--- config.mk ---
export PLATFORM = sky130hd
export DESIGN_NAME = fit_policy_hole_allocator_core
export DESIGN_NICKNAME = d
export VERILOG_FILES = /design/src/hdl/fpha_pkg.sv /design/src/hdl/fpha_mem.sv /design/src/hdl/fpha_scan.sv /design/src/hdl/fit_policy_hole_allocator_core.sv
export SDC_FILE = /design/constraint.sdc
export NUM_CORES = 1
export LEC_CHECK = 0
export BUFFER_PORTS_ARGS = -buffer_cell sky130_fd_sc_hd__buf_2
export CAP_MARGIN = 20
export CORE_ASPECT_RATIO = 1.2
export CORE_UTILIZATION = 65
export DETAILED_ROUTE_END_ITERATION = 10
export GPL_ROUTABILITY_DRIVEN = 0
export GPL_TIMING_DRIVEN = 0
export PLACE_DENSITY = 0.82
export SETUP_SLACK_MARGIN = 0.5
export SYNTH_ARGS = -nofsm -noshare
export SYNTH_HDL_FRONTEND = slang
export SYNTH_SLANG_ARGS = --single-unit
--- constraint.sdc ---
create_clock -name clk -period 8.3 [get_ports clk]
set_input_delay 1.245 -clock clk [delete_from_list [all_inputs] [get_ports clk]]
set_output_delay 1.245 -clock clk [all_outputs]
set_load 0.03 [all_outputs]
--- src/hdl/fpha_pkg.sv ---
`timescale 1ns / 1ps

package fpha_pkg;

    localparam int NUM_HOLES_DEF = 8;
    localparam int SIZE_BITS_DEF = 16;

    localparam int CMD_W    = 1;
    localparam int HIDX_W   = 3;
    localparam int AMOUNT_W = 16;
    localparam int CFG_IDX_W  = 1;
    localparam int CFG_DATA_W = 4;
    localparam int POLICY_W   = 2;
    localparam int HOLES_W    = 4;

    typedef enum logic [CMD_W-1:0] {
        CMD_LOAD    = 1'b0,
        CMD_REQUEST = 1'b1
    } cmd_t;

    typedef enum logic [POLICY_W-1:0] {
        POL_FIRST = 2'd0,
        POL_BEST  = 2'd1,
        POL_WORST = 2'd2
    } policy_t;

    typedef enum logic [CFG_IDX_W-1:0] {
        CFG_POLICY = 1'b0,
        CFG_HOLES  = 1'b1
    } cfg_idx_t;

    typedef enum logic [1:0] {
        ST_IDLE,
        ST_SCAN,
        ST_FINISH
    } scan_state_t;

    typedef struct packed {
        logic [CMD_W-1:0]    cmd;
        logic [HIDX_W-1:0]   hole_index;
        logic [AMOUNT_W-1:0] amount;
    } req_t;

    typedef struct packed {
        logic                granted;
        logic [HIDX_W-1:0]   chosen_hole;
        logic [AMOUNT_W-1:0] left_in_hole;
    } rsp_t;

endpackage

--- src/hdl/fpha_mem.sv ---
`timescale 1ns / 1ps

module fpha_mem
    import fpha_pkg::*;
#(
    parameter int NUM_HOLES = NUM_HOLES_DEF,
    parameter int SIZE_BITS = SIZE_BITS_DEF,
    localparam int IDX_W = (NUM_HOLES > 1) ? $clog2(NUM_HOLES) : 1
)
(
    input  logic                 clk,
    input  logic                 rst_n,
    input  logic                 rd_en,
    input  logic [IDX_W-1:0]     rd_addr,
    output logic [SIZE_BITS-1:0] rd_data,
    input  logic                 wr_en,
    input  logic [IDX_W-1:0]     wr_addr,
    input  logic [SIZE_BITS-1:0] wr_data
);

    logic [SIZE_BITS-1:0] mem [NUM_HOLES];
    logic [SIZE_BITS-1:0] rd_data_reg;
    logic [NUM_HOLES-1:0] valid_reg;
    logic                 rd_valid_reg;

    always_ff @(posedge clk)
    begin
        if (wr_en)
        begin
            mem[wr_addr] <= wr_data;
        end
        if (rd_en)
        begin
            rd_data_reg <= mem[rd_addr];
        end
    end

    // never-written holes read as zero size
    always_ff @(posedge clk or negedge rst_n)
    begin
        if (!rst_n)
        begin
            valid_reg    <= '0;
            rd_valid_reg <= 1'b0;
        end
        else
        begin
            if (wr_en)
            begin
                valid_reg[wr_addr] <= 1'b1;
            end
            if (rd_en)
            begin
                rd_valid_reg <= valid_reg[rd_addr];
            end
        end
    end

    assign rd_data = rd_valid_reg ? rd_data_reg : '0;

endmodule

--- src/hdl/fpha_scan.sv ---
`timescale 1ns / 1ps

module fpha_scan
    import fpha_pkg::*;
#(
    parameter int NUM_HOLES = NUM_HOLES_DEF,
    parameter int SIZE_BITS = SIZE_BITS_DEF,
    localparam int IDX_W = (NUM_HOLES > 1) ? $clog2(NUM_HOLES) : 1,
    localparam int CNT_W = $clog2(NUM_HOLES + 1),
    localparam int CW    = (SIZE_BITS > AMOUNT_W) ? SIZE_BITS : AMOUNT_W
)
(
    input  logic                 clk,
    input  logic                 rst_n,
    input  logic                 in_valid,
    output logic                 in_stall,
    input  req_t                 in_data,
    output logic                 out_valid,
    input  logic                 out_stall,
    output rsp_t                 out_data,
    input  logic [POLICY_W-1:0]  policy,
    input  logic [HOLES_W-1:0]   holes_in_use,
    output logic                 rd_en,
    output logic [IDX_W-1:0]     rd_addr,
    input  logic [SIZE_BITS-1:0] rd_data,
    output logic                 wr_en,
    output logic [IDX_W-1:0]     wr_addr,
    output logic [SIZE_BITS-1:0] wr_data
);

    scan_state_t          state_reg, state_next;
    logic [IDX_W-1:0]     k_reg, k_next;
    logic [CNT_W-1:0]     lim_reg, lim_next;
    logic [AMOUNT_W-1:0]  amt_reg, amt_next;
    logic                 found_reg, found_next;
    logic [IDX_W-1:0]     pick_reg, pick_next;
    logic [SIZE_BITS-1:0] rem_reg, rem_next;
    logic                 out_valid_reg, out_valid_next;
    rsp_t                 out_data_reg, out_data_next;

    logic [7:0]           holes_w;
    logic [7:0]           lim_w;
    logic [7:0]           idx_w;
    logic                 idx_ok;
    logic [CW-1:0]        amount_w;
    logic [CW-1:0]        have_w;
    logic [CW-1:0]        need_w;
    logic [CW-1:0]        diff_w;
    logic [SIZE_BITS-1:0] diff;
    logic                 fits;
    logic                 take;
    logic                 last;
    logic [7:0]           pick_w;
    logic [CW-1:0]        rem_w;
    logic                 out_free;

    always_comb
    begin
        holes_w  = 8'(holes_in_use);
        lim_w    = (holes_w > 8'(NUM_HOLES)) ? 8'(NUM_HOLES) : holes_w;
        idx_w    = 8'(in_data.hole_index);
        idx_ok   = idx_w < 8'(NUM_HOLES);
        amount_w = CW'(in_data.amount);
        have_w   = CW'(rd_data);
        need_w   = CW'(amt_reg);
        fits     = have_w >= need_w;
        diff_w   = have_w - need_w;
        diff     = diff_w[SIZE_BITS-1:0];
        pick_w   = 8'(pick_reg);
        rem_w    = CW'(rem_reg);
        out_free = !out_valid_reg || !out_stall;
    end

    always_ff @(posedge clk or negedge rst_n)
    begin
        if (!rst_n)
        begin
            state_reg     <= ST_IDLE;
            out_valid_reg <= 1'b0;
            k_reg         <= '0;
            lim_reg       <= '0;
            found_reg     <= 1'b0;
        end
        else
        begin
            state_reg     <= state_next;
            out_valid_reg <= out_valid_next;
            k_reg         <= k_next;
            lim_reg       <= lim_next;
            found_reg     <= found_next;
        end
    end

    always_ff @(posedge clk)
    begin
        amt_reg      <= amt_next;
        pick_reg     <= pick_next;
        rem_reg      <= rem_next;
        out_data_reg <= out_data_next;
    end

    always_comb
    begin
        state_next     = state_reg;
        k_next         = k_reg;
        lim_next       = lim_reg;
        amt_next       = amt_reg;
        found_next     = found_reg;
        pick_next      = pick_reg;
        rem_next       = rem_reg;
        out_valid_next = out_valid_reg;
        out_data_next  = out_data_reg;
        in_stall       = 1'b1;
        rd_en          = 1'b0;
        rd_addr        = k_reg + IDX_W'(1);
        wr_en          = 1'b0;
        wr_addr        = pick_reg;
        wr_data        = rem_reg;
        take           = 1'b0;
        last           = 1'b0;

        if (out_valid_reg && !out_stall)
        begin
            out_valid_next = 1'b0;
        end

        case (state_reg)
            ST_IDLE:
            begin
                in_stall = 1'b0;
                if (in_valid)
                begin
                    if (in_data.cmd == CMD_LOAD)
                    begin
                        wr_en   = idx_ok;
                        wr_addr = idx_w[IDX_W-1:0];
                        wr_data = amount_w[SIZE_BITS-1:0];
                    end
                    else
                    begin
                        amt_next   = in_data.amount;
                        found_next = 1'b0;
                        pick_next  = '0;
                        rem_next   = '0;
                        k_next     = '0;
                        lim_next   = lim_w[CNT_W-1:0];
                        if (lim_w == 8'd0)
                        begin
                            state_next = ST_FINISH;
                        end
                        else
                        begin
                            rd_en      = 1'b1;
                            rd_addr    = '0;
                            state_next = ST_SCAN;
                        end
                    end
                end
            end

            // rd_data holds hole k_reg, read in the previous cycle
            ST_SCAN:
            begin
                case (policy_t'(policy))
                    POL_BEST:  take = fits && (!found_reg || diff < rem_reg);
                    POL_WORST: take = fits && (!found_reg || diff > rem_reg);
                    default:   take = fits;
                endcase
                if (take)
                begin
                    found_next = 1'b1;
                    pick_next  = k_reg;
                    rem_next   = diff;
                end
                last = (CNT_W'(k_reg) + CNT_W'(1) == lim_reg) ||
                       (fits && policy != POL_BEST && policy != POL_WORST);
                if (last)
                begin
                    state_next = ST_FINISH;
                end
                else
                begin
                    rd_en  = 1'b1;
                    k_next = k_reg + IDX_W'(1);
                end
            end

            ST_FINISH:
            begin
                if (out_free)
                begin
                    wr_en                      = found_reg;
                    out_valid_next             = 1'b1;
                    out_data_next.granted      = found_reg;
                    out_data_next.chosen_hole  = found_reg ? pick_w[HIDX_W-1:0] : '0;
                    out_data_next.left_in_hole = found_reg ? rem_w[AMOUNT_W-1:0] : '0;
                    state_next                 = ST_IDLE;
                end
            end

            default:
            begin
                state_next = ST_IDLE;
            end
        endcase
    end

    assign out_valid = out_valid_reg;
    assign out_data  = out_data_reg;

endmodule

--- src/hdl/fit_policy_hole_allocator_core.sv ---
`timescale 1ns / 1ps

// Hole allocator: keeps NUM_HOLES free-hole sizes in a single-port-read,
// single-port-write RAM (registered read, unwritten holes read as
// zero). A load transaction writes one hole and returns nothing. A
// request transaction scans holes 0 .. min(holes_in_use, NUM_HOLES)-1,
// one RAM read per cycle, under first, best or worst fit (ties to the
// lowest index), then writes the shrunk hole back if one fits and posts
// one result; under first fit the scan stops at the first hole that fits.
// A posted result may wait on out_stall while the next transaction is
// accepted. Write policy and holes_in_use only while no request is in
// flight.
module fit_policy_hole_allocator_core
    import fpha_pkg::*;
#(
    parameter int NUM_HOLES = NUM_HOLES_DEF,
    parameter int SIZE_BITS = SIZE_BITS_DEF
)
(
    input  logic                  clk,
    input  logic                  rst_n,
    input  logic                  in_valid,
    output logic                  in_stall,
    input  req_t                  in_data,
    output logic                  out_valid,
    input  logic                  out_stall,
    output rsp_t                  out_data,
    input  logic                  cfg_we,
    input  logic [CFG_IDX_W-1:0]  cfg_index,
    input  logic [CFG_DATA_W-1:0] cfg_data
);

    localparam int IDX_W = (NUM_HOLES > 1) ? $clog2(NUM_HOLES) : 1;

    logic [POLICY_W-1:0]  policy_reg;
    logic [HOLES_W-1:0]   holes_reg;
    logic                 rd_en;
    logic [IDX_W-1:0]     rd_addr;
    logic [SIZE_BITS-1:0] rd_data;
    logic                 wr_en;
    logic [IDX_W-1:0]     wr_addr;
    logic [SIZE_BITS-1:0] wr_data;

    always_ff @(posedge clk or negedge rst_n)
    begin
        if (!rst_n)
        begin
            policy_reg <= POL_FIRST;
            holes_reg  <= HOLES_W'(8);
        end
        else if (cfg_we)
        begin
            case (cfg_idx_t'(cfg_index))
                CFG_POLICY: policy_reg <= cfg_data[POLICY_W-1:0];
                CFG_HOLES:  holes_reg  <= cfg_data[HOLES_W-1:0];
                default:    ;
            endcase
        end
    end

    fpha_mem #(
        .NUM_HOLES (NUM_HOLES),
        .SIZE_BITS (SIZE_BITS)
    ) u_mem (
        .clk     (clk),
        .rst_n   (rst_n),
        .rd_en   (rd_en),
        .rd_addr (rd_addr),
        .rd_data (rd_data),
        .wr_en   (wr_en),
        .wr_addr (wr_addr),
        .wr_data (wr_data)
    );

    fpha_scan #(
        .NUM_HOLES (NUM_HOLES),
        .SIZE_BITS (SIZE_BITS)
    ) u_scan (
        .clk          (clk),
        .rst_n        (rst_n),
        .in_valid     (in_valid),
        .in_stall     (in_stall),
        .in_data      (in_data),
        .out_valid    (out_valid),
        .out_stall    (out_stall),
        .out_data     (out_data),
        .policy       (policy_reg),
        .holes_in_use (holes_reg),
        .rd_en        (rd_en),
        .rd_addr      (rd_addr),
        .rd_data      (rd_data),
        .wr_en        (wr_en),
        .wr_addr      (wr_addr),
        .wr_data      (wr_data)
    );

endmodule

==> results of run 1 <==
==> power breakdown <==
part           internal [mW]  switching, mW  leakage, nW  total (mW)
Clock                  0.544          0.404        0.326       0.948
Sequential              1.56         0.0781         2.14        1.64
Combinational          0.690           1.19         1.98        1.88
Total                   2.80           1.67         4.44        4.47
==> layout by cell type (no fill, tap or decap), types with 3 or more instances in the layout <==
cell	instances
dfrtp_1	25
nand2_1	48
o21ai_0	26
edfxtp_1	199
nor2_1	27
inv_1	43
xnor2_1	8
buf_2	57
a31oi_1	8
nor2b_1	36
buf_1	5
a211oi_1	50
buf_8	5
or2_1	3
clkbuf_4	4
or2_2	7
nand2b_1	7
nand3_1	6
clkinv_1	4
clkbuf_1	21
mux2_2	7
ha_1	36
nand4_1	4
a21o_1	25
buf_4	3
xor2_1	7
nor3_1	6
clkbuf_16	23
a21oi_1	41
nor2_2	8
and2_1	38
mux2i_1	33
==> worst max-delay path: stages, from the launching register on <==
cell and delay, ns:
dfrtp_1 0.49, clkbuf_1 0.30, and2_1 0.23, ha_1 0.25
nor2b_1 0.16, o211ai_2 0.17, a21oi_1 0.16, o21ai_0 0.25
a21oi_1 0.14, o311ai_0 0.42, nand3_1 0.13, ha_1 0.34
nand4_1 0.16, nor3_1 0.12, o31ai_1 0.13, nor4b_1 0.72
mux2i_1 0.17, o31ai_1 0.29, nand2_1 0.57
==> routing by layer <==
layer | wire [µm] | part of all wire, % | track usage [%] | up-vias
li1 | - | - | - | 3009
met1 | 8830 | 38 | 37.0 | 3295
met2 | 11600 | 50 | 50.0 | 290
met3 | 1430 | 6.3 | 3.83 | 71
met4 | 1100 | 4.8 | 14.6 | 0
met5 | 0 | 0 | 0 | -
==> kinds of logic (layout without fill, tap and decap cells) <==
| family | Yosys count | in the layout |
|---|---|---|
| muxes | 41 | 41 |
| AOI/OAI and AO/OA | 172 | 172 |
| and+or+nand+nor | 206 | 206 |
| xor gates and xnor gates | 15 | 15 |
| adders and majority gates | 37 | 37 |
| buffers and inverters | 72 | 171 |
| DFF | 225 | 225 |
==> stage by stage <==
stage	instance area, µm²	setup slack, ns	util (%)
2_1_floorplan	10200	4.06	-
3_3_place_gp	10700	2.97	70.8
5_1_grt	11500	2.39	76.2
4_1_cts	11500	2.72	76.0
3_5_place_dp	10800	2.85	71.6
6_report	11500	2.62	76.2
==> path summary, 6_finish.rpt <==
path	start	to	slack [ns]	depth (start not counted)
worst min-delay path	u_mem.valid_reg[5]$_DFFE_PN0P_	u_mem.valid_reg[5]$_DFFE_PN0P_	0.46	1
worst max register to register	u_mem.rd_valid_reg$_DFFE_PN0P_	u_scan.rem_reg[12]$_SDFFCE_PN0P_	2.62	18
max in group asynchronous	rst_n	u_scan.out_valid$_DFF_PN0_	7.17	1
min in group asynchronous	rst_n	u_mem.valid_reg[0]$_DFFE_PN0P_	0.73	1
worst min register to register	u_mem.valid_reg[5]$_DFFE_PN0P_	u_mem.valid_reg[5]$_DFFE_PN0P_	0.46	1
worst max-delay path	u_mem.rd_valid_reg$_DFFE_PN0P_	u_scan.rem_reg[12]$_SDFFCE_PN0P_	2.62	18
==> final cells by class <==
cell class                 instances  area, µm²  share of cell area (%)
inverter                          44        165                    1.43
timing repair buffer              62        383                    3.32
tap                              204        255                    2.21
multi-input combinational        471       3310                    28.7
sequential                       225       6630                    57.5
buffer                            28        124                    1.07
clock inverter                     6       51.3                   0.445
clock buffer                      31        616                    5.34
==> results.md, run 1 <==
* Die Ht at 139 µm
* Die Span X at 116 µm
* Tcrit/Tclk final at 68.4%
* Asr flop ratio synth at 11.6%
* Initial antenna violation count at 0
* Worst-path maximum fanout at 19
* Crit path required time at 8.35 ns
* Largest family of logic cells by synthesized area: compound AO/OA/AOI/OAI gates
* Critical path type: reg -> reg
* Vias at 6665
* Synth Area in Adders at 4.61%
* Placed insts at 1030
* Post-synthesis compound-gate area fraction at 11.2%
* Setup TNS at 0 ns
* Synthesis-stage register bit count at around 230
* Post-Synthesis Cells at approximately 770
* Critical path arrival at 5.73 ns
* Ranking of synthesized cells by area: edfxtp_1 59%, dfrtp_1 6.1%, ha_1 4.4%, a211oi_1 3.7%, mux2i_1 3.2%
* Drt total wl at 22.9 mm
* Register area share after synthesis at 65.0%
* Post-CTS Setup Repair Bufs at 0
* Hold crit path type: reg -> reg
* Count leader, synth: edfxtp_1
* Total global routing overflow at 0
* Post-synth cell types at 59
* Worst Max-Slew Pin Slew at 1.09 ns
* Share of layout cells above drive strength 1 at approximately 16%
* Run status: finished clean
* Diodes inserted at 0
* Global-route wire length before repair at 35.4 mm
* Mean routed wirelength per cell at 21.4 µm
* Max clock buf depth at 3
* Minimum clock period at 5.68 ns
* Synth warn at 0
* Core Area at approximately 0.015 mm²
* Synth Area in Simple Gates at 10.9%
* Synthesized cell area at 0.0102 mm²
* Startpoint Class: flop
* Detailed Place HPWL at roughly 16 mm
* Skew-Pair Late Insertion Delay at 0.51 ns
* Worst VDD drop at 239 µV
* Cell taking the most area after synthesis: edfxtp_1
* Io pins at 52
* Pin count of the biggest net entering global routing at 27
* Slew Limit Fails at 0
* Fin. Hold Viols at 0
* Unrepaired setup endpoints after global routing: no
* Cell Rows at 49
* Layout fillers at 897
* Final setup viols at 0
* Crit path capture type: flop
* Total global routing track utilization at 29.5%
* Max cap viols at 0
* Hold buffers post-CTS at 0
* Number of buffers created by CTS at 22
* Primary FF master, synth: edfxtp_1
* Power per Cell Area at around 390 mW/mm²
* Initial Util at 67.4%
* Leakage at 4.44 nW
* Final Power at 4.47 mW
* Setup Skew at 0.0137 ns
* Antenna Nets Post-Route at 0
* Port Buffers at 51
* Max FFs per register at 128
* Via density at 6.22
* Total clock sinks at about 230
* DR pass1 iterations at 6
* Layout area overhead at 13.0%
* Reg clk slew, reported paths at 0.06 ns
* Avg Inst Size Synth at 13.3 µm²
* Post_cts resized at 0
* Nets at 921
* Commonest cells post-synth: 199 x edfxtp_1, 50 x a211oi_1, 48 x nand2_1
* Number of synthesized flops with an enable pin at 199
* Vias in the first global route at 6782
* Post-synthesis mux area share at 4.23%
* Slew HR at 26.5%
* Die ar. at 0.0162 mm²
* H-tree depth at 1
* 1st-iter DRT viols at 668
* CTS tree: yes
* Filler-free cell count of the finished design at 1071
* XOR/XNOR Fraction of Synth Area at about 1.3%
* Fmax achieved at 176 MHz
* CTS root buffer: clkbuf_16
* Syn nets at roughly 840
* Post-route DRC at 0
* Hold slack at 0.463 ns
* Post-synth top area share at between 50% and 60%
Note: power is estimated with default switching activity, not from simulation.
==> inputs of run 2 (changes only) <==
Settings changed: CORE_UTILIZATION 65 to 55, PLACE_DENSITY 0.82 to 0.74.
Clock period 8.3 ns to 4.87 ns, I/O delays scaled along.
==> run 2 against run 1 <==
  * Sequential share of layout area is 2.8 points lower
  * Clock power is 67% higher
  * Global-route usage is 5.7 points lower
  * Total power is 82% higher
  * Hold slack worse by 0.23 ns
  * Maximum frequency is 30% higher
  * Largest cell class unchanged
==> results.md, run 2 (synthesis results as in run 1) <==
* Run status: finished clean
* Skew-Pair Late Insertion Delay at 0.50 ns (about the same)
* Slew HR at 26.1% (-0.40 points)
* CTS tree: yes
* Hold buffers post-CTS at 0 (unchanged)
* Placed Area at 0.0109 mm² (+0.44%)
* Total clock sinks at 225 (unchanged)
* Initial antenna violation count at 0 (unchanged)
* Layout fillers at 1231 (+37%)
* Share of layout cells above drive strength 1 at 22.7% (+6.9 points)
* Die ar. at 0.0191 mm² (+18%)
* Startpoint Class: flop
* Via density at 5.96 (-4.3%)
* Detailed Place HPWL at 16.2 mm (+0.96%)
* Critical path type: reg -> reg
* Initial Util at 56.1% (-11 points)
* Number of buffers created by CTS at 22 (unchanged)
* Vias in the first global route at 6582 (-2.9%)
* Die Span X at 126 µm (+8.6%)
* Finished Cell Area at 0.0121 mm² (+5.2%)
* Global-route wire length before repair at 34.3 mm (-3.1%)
* Power per Cell Area at 671 mW/mm² (+73%)
* Max clock buf depth at 3 (unchanged)
* Unrepaired setup endpoints after global routing: no
* Die Ht at 151 µm (+8.6%)
* Max FFs per register at 128 (unchanged)
* Total global routing track utilization at 23.8% (-5.7 points)
* Crit path required time at 5.11 ns (-3.24 ns)
* Layout area overhead at 18.9%
* CTS root buffer: clkbuf_16
* Vias at 6625 (-0.60%)
* H-tree depth at 1 (unchanged)
* Worst VDD drop at 331 µV (+39%)
* Tcrit/Tclk final at 89.8% (+21 points)
* Antenna Nets Post-Route at 0 (unchanged)
* Mean routed wirelength per cell at 21.0 µm (-2.0%)
* Setup Skew at 0.00860 ns (-0.00514 ns)
* Final setup viols at 0 (unchanged)
* Diodes inserted at 0 (unchanged)
* Most common cell after layout, fill and taps aside: edfxtp_1
* Cell Rows at 54 (+10%)
* Fin. Hold Viols at 0 (unchanged)
* Pin count of the biggest net entering global routing at 27 (unchanged)
* Port Buffers at 51 (unchanged)
* Reg clk slew, reported paths at 0.06 ns (about the same)
* Critical path arrival at 4.62 ns (-1.11 ns)
* Commonest non-fill, non-tap cells in the layout: 199 x edfxtp_1, 56 x buf_2, 48 x a211oi_1
* Setup TNS at 0 ns (unchanged)
* Total global routing overflow at 0 (unchanged)
* Max cap viols at 0 (unchanged)
* 1st-iter DRT viols at 616 (-7.8%)
* Minimum clock period at 4.37 ns (-1.31 ns)
* Worst-path maximum fanout at 5 (-14)
* Post-route DRC at 0 (unchanged)
* Nets at 941 (+2.2%)
* Worst Max-Slew Pin Slew at 1.10 ns (+0.00596 ns)
* Io pins at 52 (unchanged)
* Slew Limit Fails at 0 (unchanged)
* Final Power at 8.13 mW (+82%)
* Hold crit path type: in -> async
* Crit path capture type: flop
* Drt total wl at 23.3 mm (+1.7%)
* Core Area at 0.0182 mm² (+20%)
* Fmax achieved at 229 MHz (+30%)
* Leakage at 4.62 nW (+4.1%)
* DR pass1 iterations at 5 (-1)
run 2: worst paths after layout:
kind / slack, ns / cells past startpoint / to / startpoint
worst min-delay path: 0.23 / 1 / u_scan.lim_reg[2]$_DFFE_PN0P_ / rst_n
min in group clk: 0.42 / 1 / u_scan.amt_reg[11]$_DFFE_PP_ / in_data[11]
worst max-delay path: 0.50 / 19 / u_scan.rem_reg[13]$_SDFFCE_PN0P_ / u_mem.rd_valid_reg$_DFFE_PN0P_
max in group asynchronous: 4.20 / 1 / u_mem.rd_valid_reg$_DFFE_PN0P_ / rst_n
worst max register to register: 0.50 / 19 / u_scan.rem_reg[13]$_SDFFCE_PN0P_ / u_mem.rd_valid_reg$_DFFE_PN0P_
worst min register to register: 0.46 / 1 / u_mem.valid_reg[5]$_DFFE_PN0P_ / u_mem.valid_reg[5]$_DFFE_PN0P_
run 2: cell type report:
| cell class | count | area (µm²) | area share, % |
|---|---|---|---|
| flip-flops and latches | 225 | 6630 | 54.6 |
| multi-input cells | 473 | 3710 | 30.6 |
| inverters | 44 | 165 | 1.36 |
| well taps | 224 | 280 | 2.31 |
| repair buffers | 80 | 544 | 4.49 |
| clock buffers | 28 | 594 | 4.90 |
| plain buffers | 28 | 138 | 1.13 |
| clock inverters | 10 | 68.8 | 0.567 |
run 2: timing repair:
item                       CTS  global route
gates resized for setup     19            59
setup buffers                6            13
setup endpoints to repair   20            20
pin swaps                    6            28
gates cloned                 1             2
run 2: metrics by stage:
stage / cells / worst slack, ns / utilization [%] / hold WS [ns]
after floorplan: 768 / 0.634 / - / 0.427
after global placement: 1043 / -0.544 / 59.1 / 0.448
after detailed placement: 1051 / -0.638 / 59.9 / 0.450
after CTS: 1096 / 0.507 / 64.3 / 0.240
after global routing: 1112 / 0.409 / 66.7 / 0.275
final: 1112 / 0.496 / 66.7 / 0.234
run 2: report_power, final:
group | total, mW | leakage (nW) | internal [mW] | switching, mW
Combinational | 3.76 | 2.16 | 1.50 | 2.26
Clock | 1.58 | 0.327 | 0.909 | 0.669
Sequential | 2.79 | 2.13 | 2.66 | 0.130
Total | 8.13 | 4.62 | 5.07 | 3.06
run 2: worst max-delay path: stages (launching register included):
cell       delay, ns
dfrtp_2         0.45
buf_6           0.15
and2_1          0.18
ha_4            0.30
nand4_1         0.12
buf_6           0.16
a211oi_4        0.22
a2111oi_4       0.07
o211ai_1        0.28
nand2_1         0.15
xnor2_2         0.17
ha_1            0.31
nand4_1         0.24
buf_4           0.22
a21oi_1         0.30
nor4b_4         0.10
mux2i_1         0.15
o31ai_2         0.23
buf_4           0.22
nand2_4         0.09
run 2: layer usage:
metal  track usage (%)  vias to the layer above  wire length [µm]
met2              43.5                      230             12000
li1                  -                     3051                 -
met3              2.51                       73              1040
met1              28.1                     3271              9180
met5                 0                        -                 0
met4              11.7                        0              1120
==> inputs of run 3 (changes only) <==
Settings changed: CORE_UTILIZATION 55 to 61, PLACE_DENSITY 0.74 to 0.77.
Clock period 4.87 ns to 4.25 ns, I/O delays scaled along.
==> run 3 against run 2 <==
  * Combinational power grew 15%
  * Die area shrank 9.7%
  * Non-clock buffer count is the same
  * Critical path depth is the same
  * Utilization grew 8.0 points
  * Sequential power grew 15%
  * Highest routed layer unchanged
  * Sequential share of layout area shrank 0.13 points
  * The flow now finishes with violations (negative setup slack)
==> results.md, run 3 (synthesis results as in run 1) <==
* Hold crit path type: in -> async
* Max cap viols at 0 (unchanged)
* Layout area overhead at 19.2%
* Setup TNS at -1.04 ns (-1.04 ns)
* Reg clk slew, reported paths at 0.07 ns (about the same)
* Startpoint Class: flop
* Number of buffers created by CTS at 23 (+4.5%)
* Worst r2r src: u_mem.rd_valid_reg$_DFFE_PN0P_
* Met1 GRT Util at 32.7% (+4.7 points)
* Cell Rows at 51 (-5.6%)
* Total global routing track utilization at 27.8% (+4.0 points)
* Fmax achieved at 232 MHz (+1.3%)
* Critical path arrival at 4.52 ns (-0.10 ns)
* Met3 Use GR at 3.29% (+0.79 points)
* Met2 GRT Util at 49.1% (+5.6 points)
* Slew Limit Fails at 0 (unchanged)
* CTS root buffer: clkbuf_16
* Post-route DRC at 0 (unchanged)
* Final setup viols at 19 (+19)
* Total global routing overflow at 0 (unchanged)
* Port Buffers at 51 (unchanged)
* Unrepaired setup endpoints after global routing: yes
* Fin. Hold Viols at 0 (unchanged)
* Global-route wire length before repair at 35.7 mm (+4.3%)
* Total clock sinks at 225 (unchanged)
* Power per Cell Area at 776 mW/mm² (+16%)
* Commonest non-fill, non-tap cells in the layout: 199 x edfxtp_1, 56 x buf_2, 49 x a211oi_1
* 1st-iter DRT viols at 611 (-0.81%)
* Worst path cell trace: buf_6, and2_4, ha_4, a21o_1, a21o_1, a21o_1, and2_4, nor2_2, or4b_4, nand3_4, ha_4, nand4_1, nor3_2, o31ai_2, nor4b_4, mux2i_2, o31ai_4, buf_12, nand2_8
* Critical Path Start: u_mem.rd_valid_reg$_DFFE_PN0P_
* Skew-Pair Late Insertion Delay at 0.50 ns (about the same)
* Share of layout cells above drive strength 1 at 23.4% (+0.68 points)
* Max FFs per register at 128 (unchanged)
* Vias at 6662 (+0.56%)
* Detailed Place HPWL at 16.0 mm (-1.1%)
* Slew HR at 25.2% (-0.87 points)
* Setup Skew at 0.00994 ns (+0.00133 ns)
* Worst-path maximum fanout at 6 (+1)
* Die ar. at 0.0173 mm² (-9.7%)
* CP max stage delay at 0.49 ns (+0.04 ns)
* Leakage at 4.64 nW (+0.26%)
* DR pass1 iterations at 5 (unchanged)
* Most common cell on crit path: a21o_1
* Failing checks: negative setup slack
* Via density at 6.03 (+1.3%)
* Drt total wl at 23.5 mm (+0.54%)
* Tcrit/Tclk final at 102% (+12 points)
* Max clock buf depth at 3 (unchanged)
* Most common cell after layout, fill and taps aside: edfxtp_1
* Final setup margin at -0.0675 ns (-0.564 ns)
* Diodes inserted at 0 (unchanged)
* Worst VDD drop at 520 µV (+57%)
* Minimum clock period at 4.32 ns (-0.0562 ns)
* Die Span X at 120 µm (-5.0%)
* Pin count of the biggest net entering global routing at 27 (unchanged)
* Initial Util at 62.7% (+6.6 points)
* H-tree depth at 1 (unchanged)
* Run status: finished with violations
* Worst Max-Slew Pin Slew at 1.11 ns (+0.0129 ns)
* CTS tree: yes
* Crit path required time at 4.45 ns (-0.66 ns)
* Antenna Nets Post-Route at 0 (unchanged)
* Placement Setup Slack at -0.503 ns (+0.135 ns)
* Slowest-stage cell, CP: or4b_4
* Crit path capture type: flop
* Hold slack at 0.146 ns (-0.0877 ns)
* Critical path type: reg -> reg
* Initial antenna violation count at 0 (unchanged)
* Vias in the first global route at 6881 (+4.5%)
* Core Area at 0.0163 mm² (-10%)
* Mean routed wirelength per cell at 21.3 µm (+1.3%)
* Die Ht at 144 µm (-5.0%)
* GR peak layer: met2
* Io pins at 52 (unchanged)
* Nets at 943 (+0.21%)
==> run 3: cell type report <==
type / instances / area (µm²)
Sequential cell: 225 / 6630
Buffer: 28 / 138
Clock buffer: 27 / 601
Multi-Input combinational cell: 474 / 3700
Tap cell: 212 / 265
Clock inverter: 14 / 118
Inverter: 44 / 165
Fill cell: 978 / 4110
Timing Repair Buffer: 80 / 542
==> run 3: power by group <==
| group | leakage (nW) | switching [mW] | total, mW | internal (mW) |
|---|---|---|---|---|
| clock network | 0.344 | 0.819 | 1.90 | 1.08 |
| logic | 2.16 | 2.61 | 4.33 | 1.72 |
| registers | 2.13 | 0.155 | 3.21 | 3.05 |
==> run 3: path summary, 6_finish.rpt <==
kind	end	cells after the start	slack (ns)
min in group clk	u_scan.amt_reg[11]$_DFFE_PP_	1	0.33
max in group asynchronous	u_mem.rd_valid_reg$_DFFE_PN0P_	1	3.65
min	u_mem.valid_reg[3]$_DFFE_PN0P_	1	0.15
max reg2reg	u_scan.rem_reg[14]$_SDFFCE_PN0P_	19	-0.07
min reg2reg	u_mem.valid_reg[5]$_DFFE_PN0P_	1	0.47
max	u_scan.rem_reg[14]$_SDFFCE_PN0P_	19	-0.07
==> run 3: timing repair <==
item                                    CTS  global route
resized for setup                        36            11
pin swaps                                21             2
setup buffers                            13             4
endpoints found under the setup margin   20            20
hold buffers                              0             0
gates cloned                              3             0
==> run 3: per-stage QoR <==
stage / power [mW] / instances / cell area, µm² / util, %
finish: 9.44 / 1104 / 12200 / 74.7
global route: 9.89 / 1104 / 12200 / 74.7
CTS: 9.20 / 1097 / 12100 / 74.1
detailed placement: 6.95 / 1040 / 11000 / 67.5
global placement: 6.75 / 1031 / 10800 / 66.6
floorplan: 5.92 / 768 / 10300 / -
==> run 3: critical path: cells and delay by family (launching register included) <==
| family | cells | cell delay (ns) |
|---|---|---|
| buffers and inverters | 2 | 0.31 |
| adders and majority gates | 2 | 0.45 |
| DFF | 1 | 0.44 |
| AOI/OAI and AO/OA | 5 | 0.69 |
| muxes | 1 | 0.33 |
| and+or+nand+nor | 9 | 1.79 |
==> run 3: metal layers <==
| layer | wire length (µm) | part of all wire, % | up-vias |
|---|---|---|---|
| met5 | 0 | 0 | - |
| met4 | 1220 | 5.2 | 0 |
| met3 | 1350 | 5.8 | 86 |
| met2 | 12000 | 51 | 278 |
| met1 | 8910 | 38 | 3234 |
| li1 | - | - | 3064 |
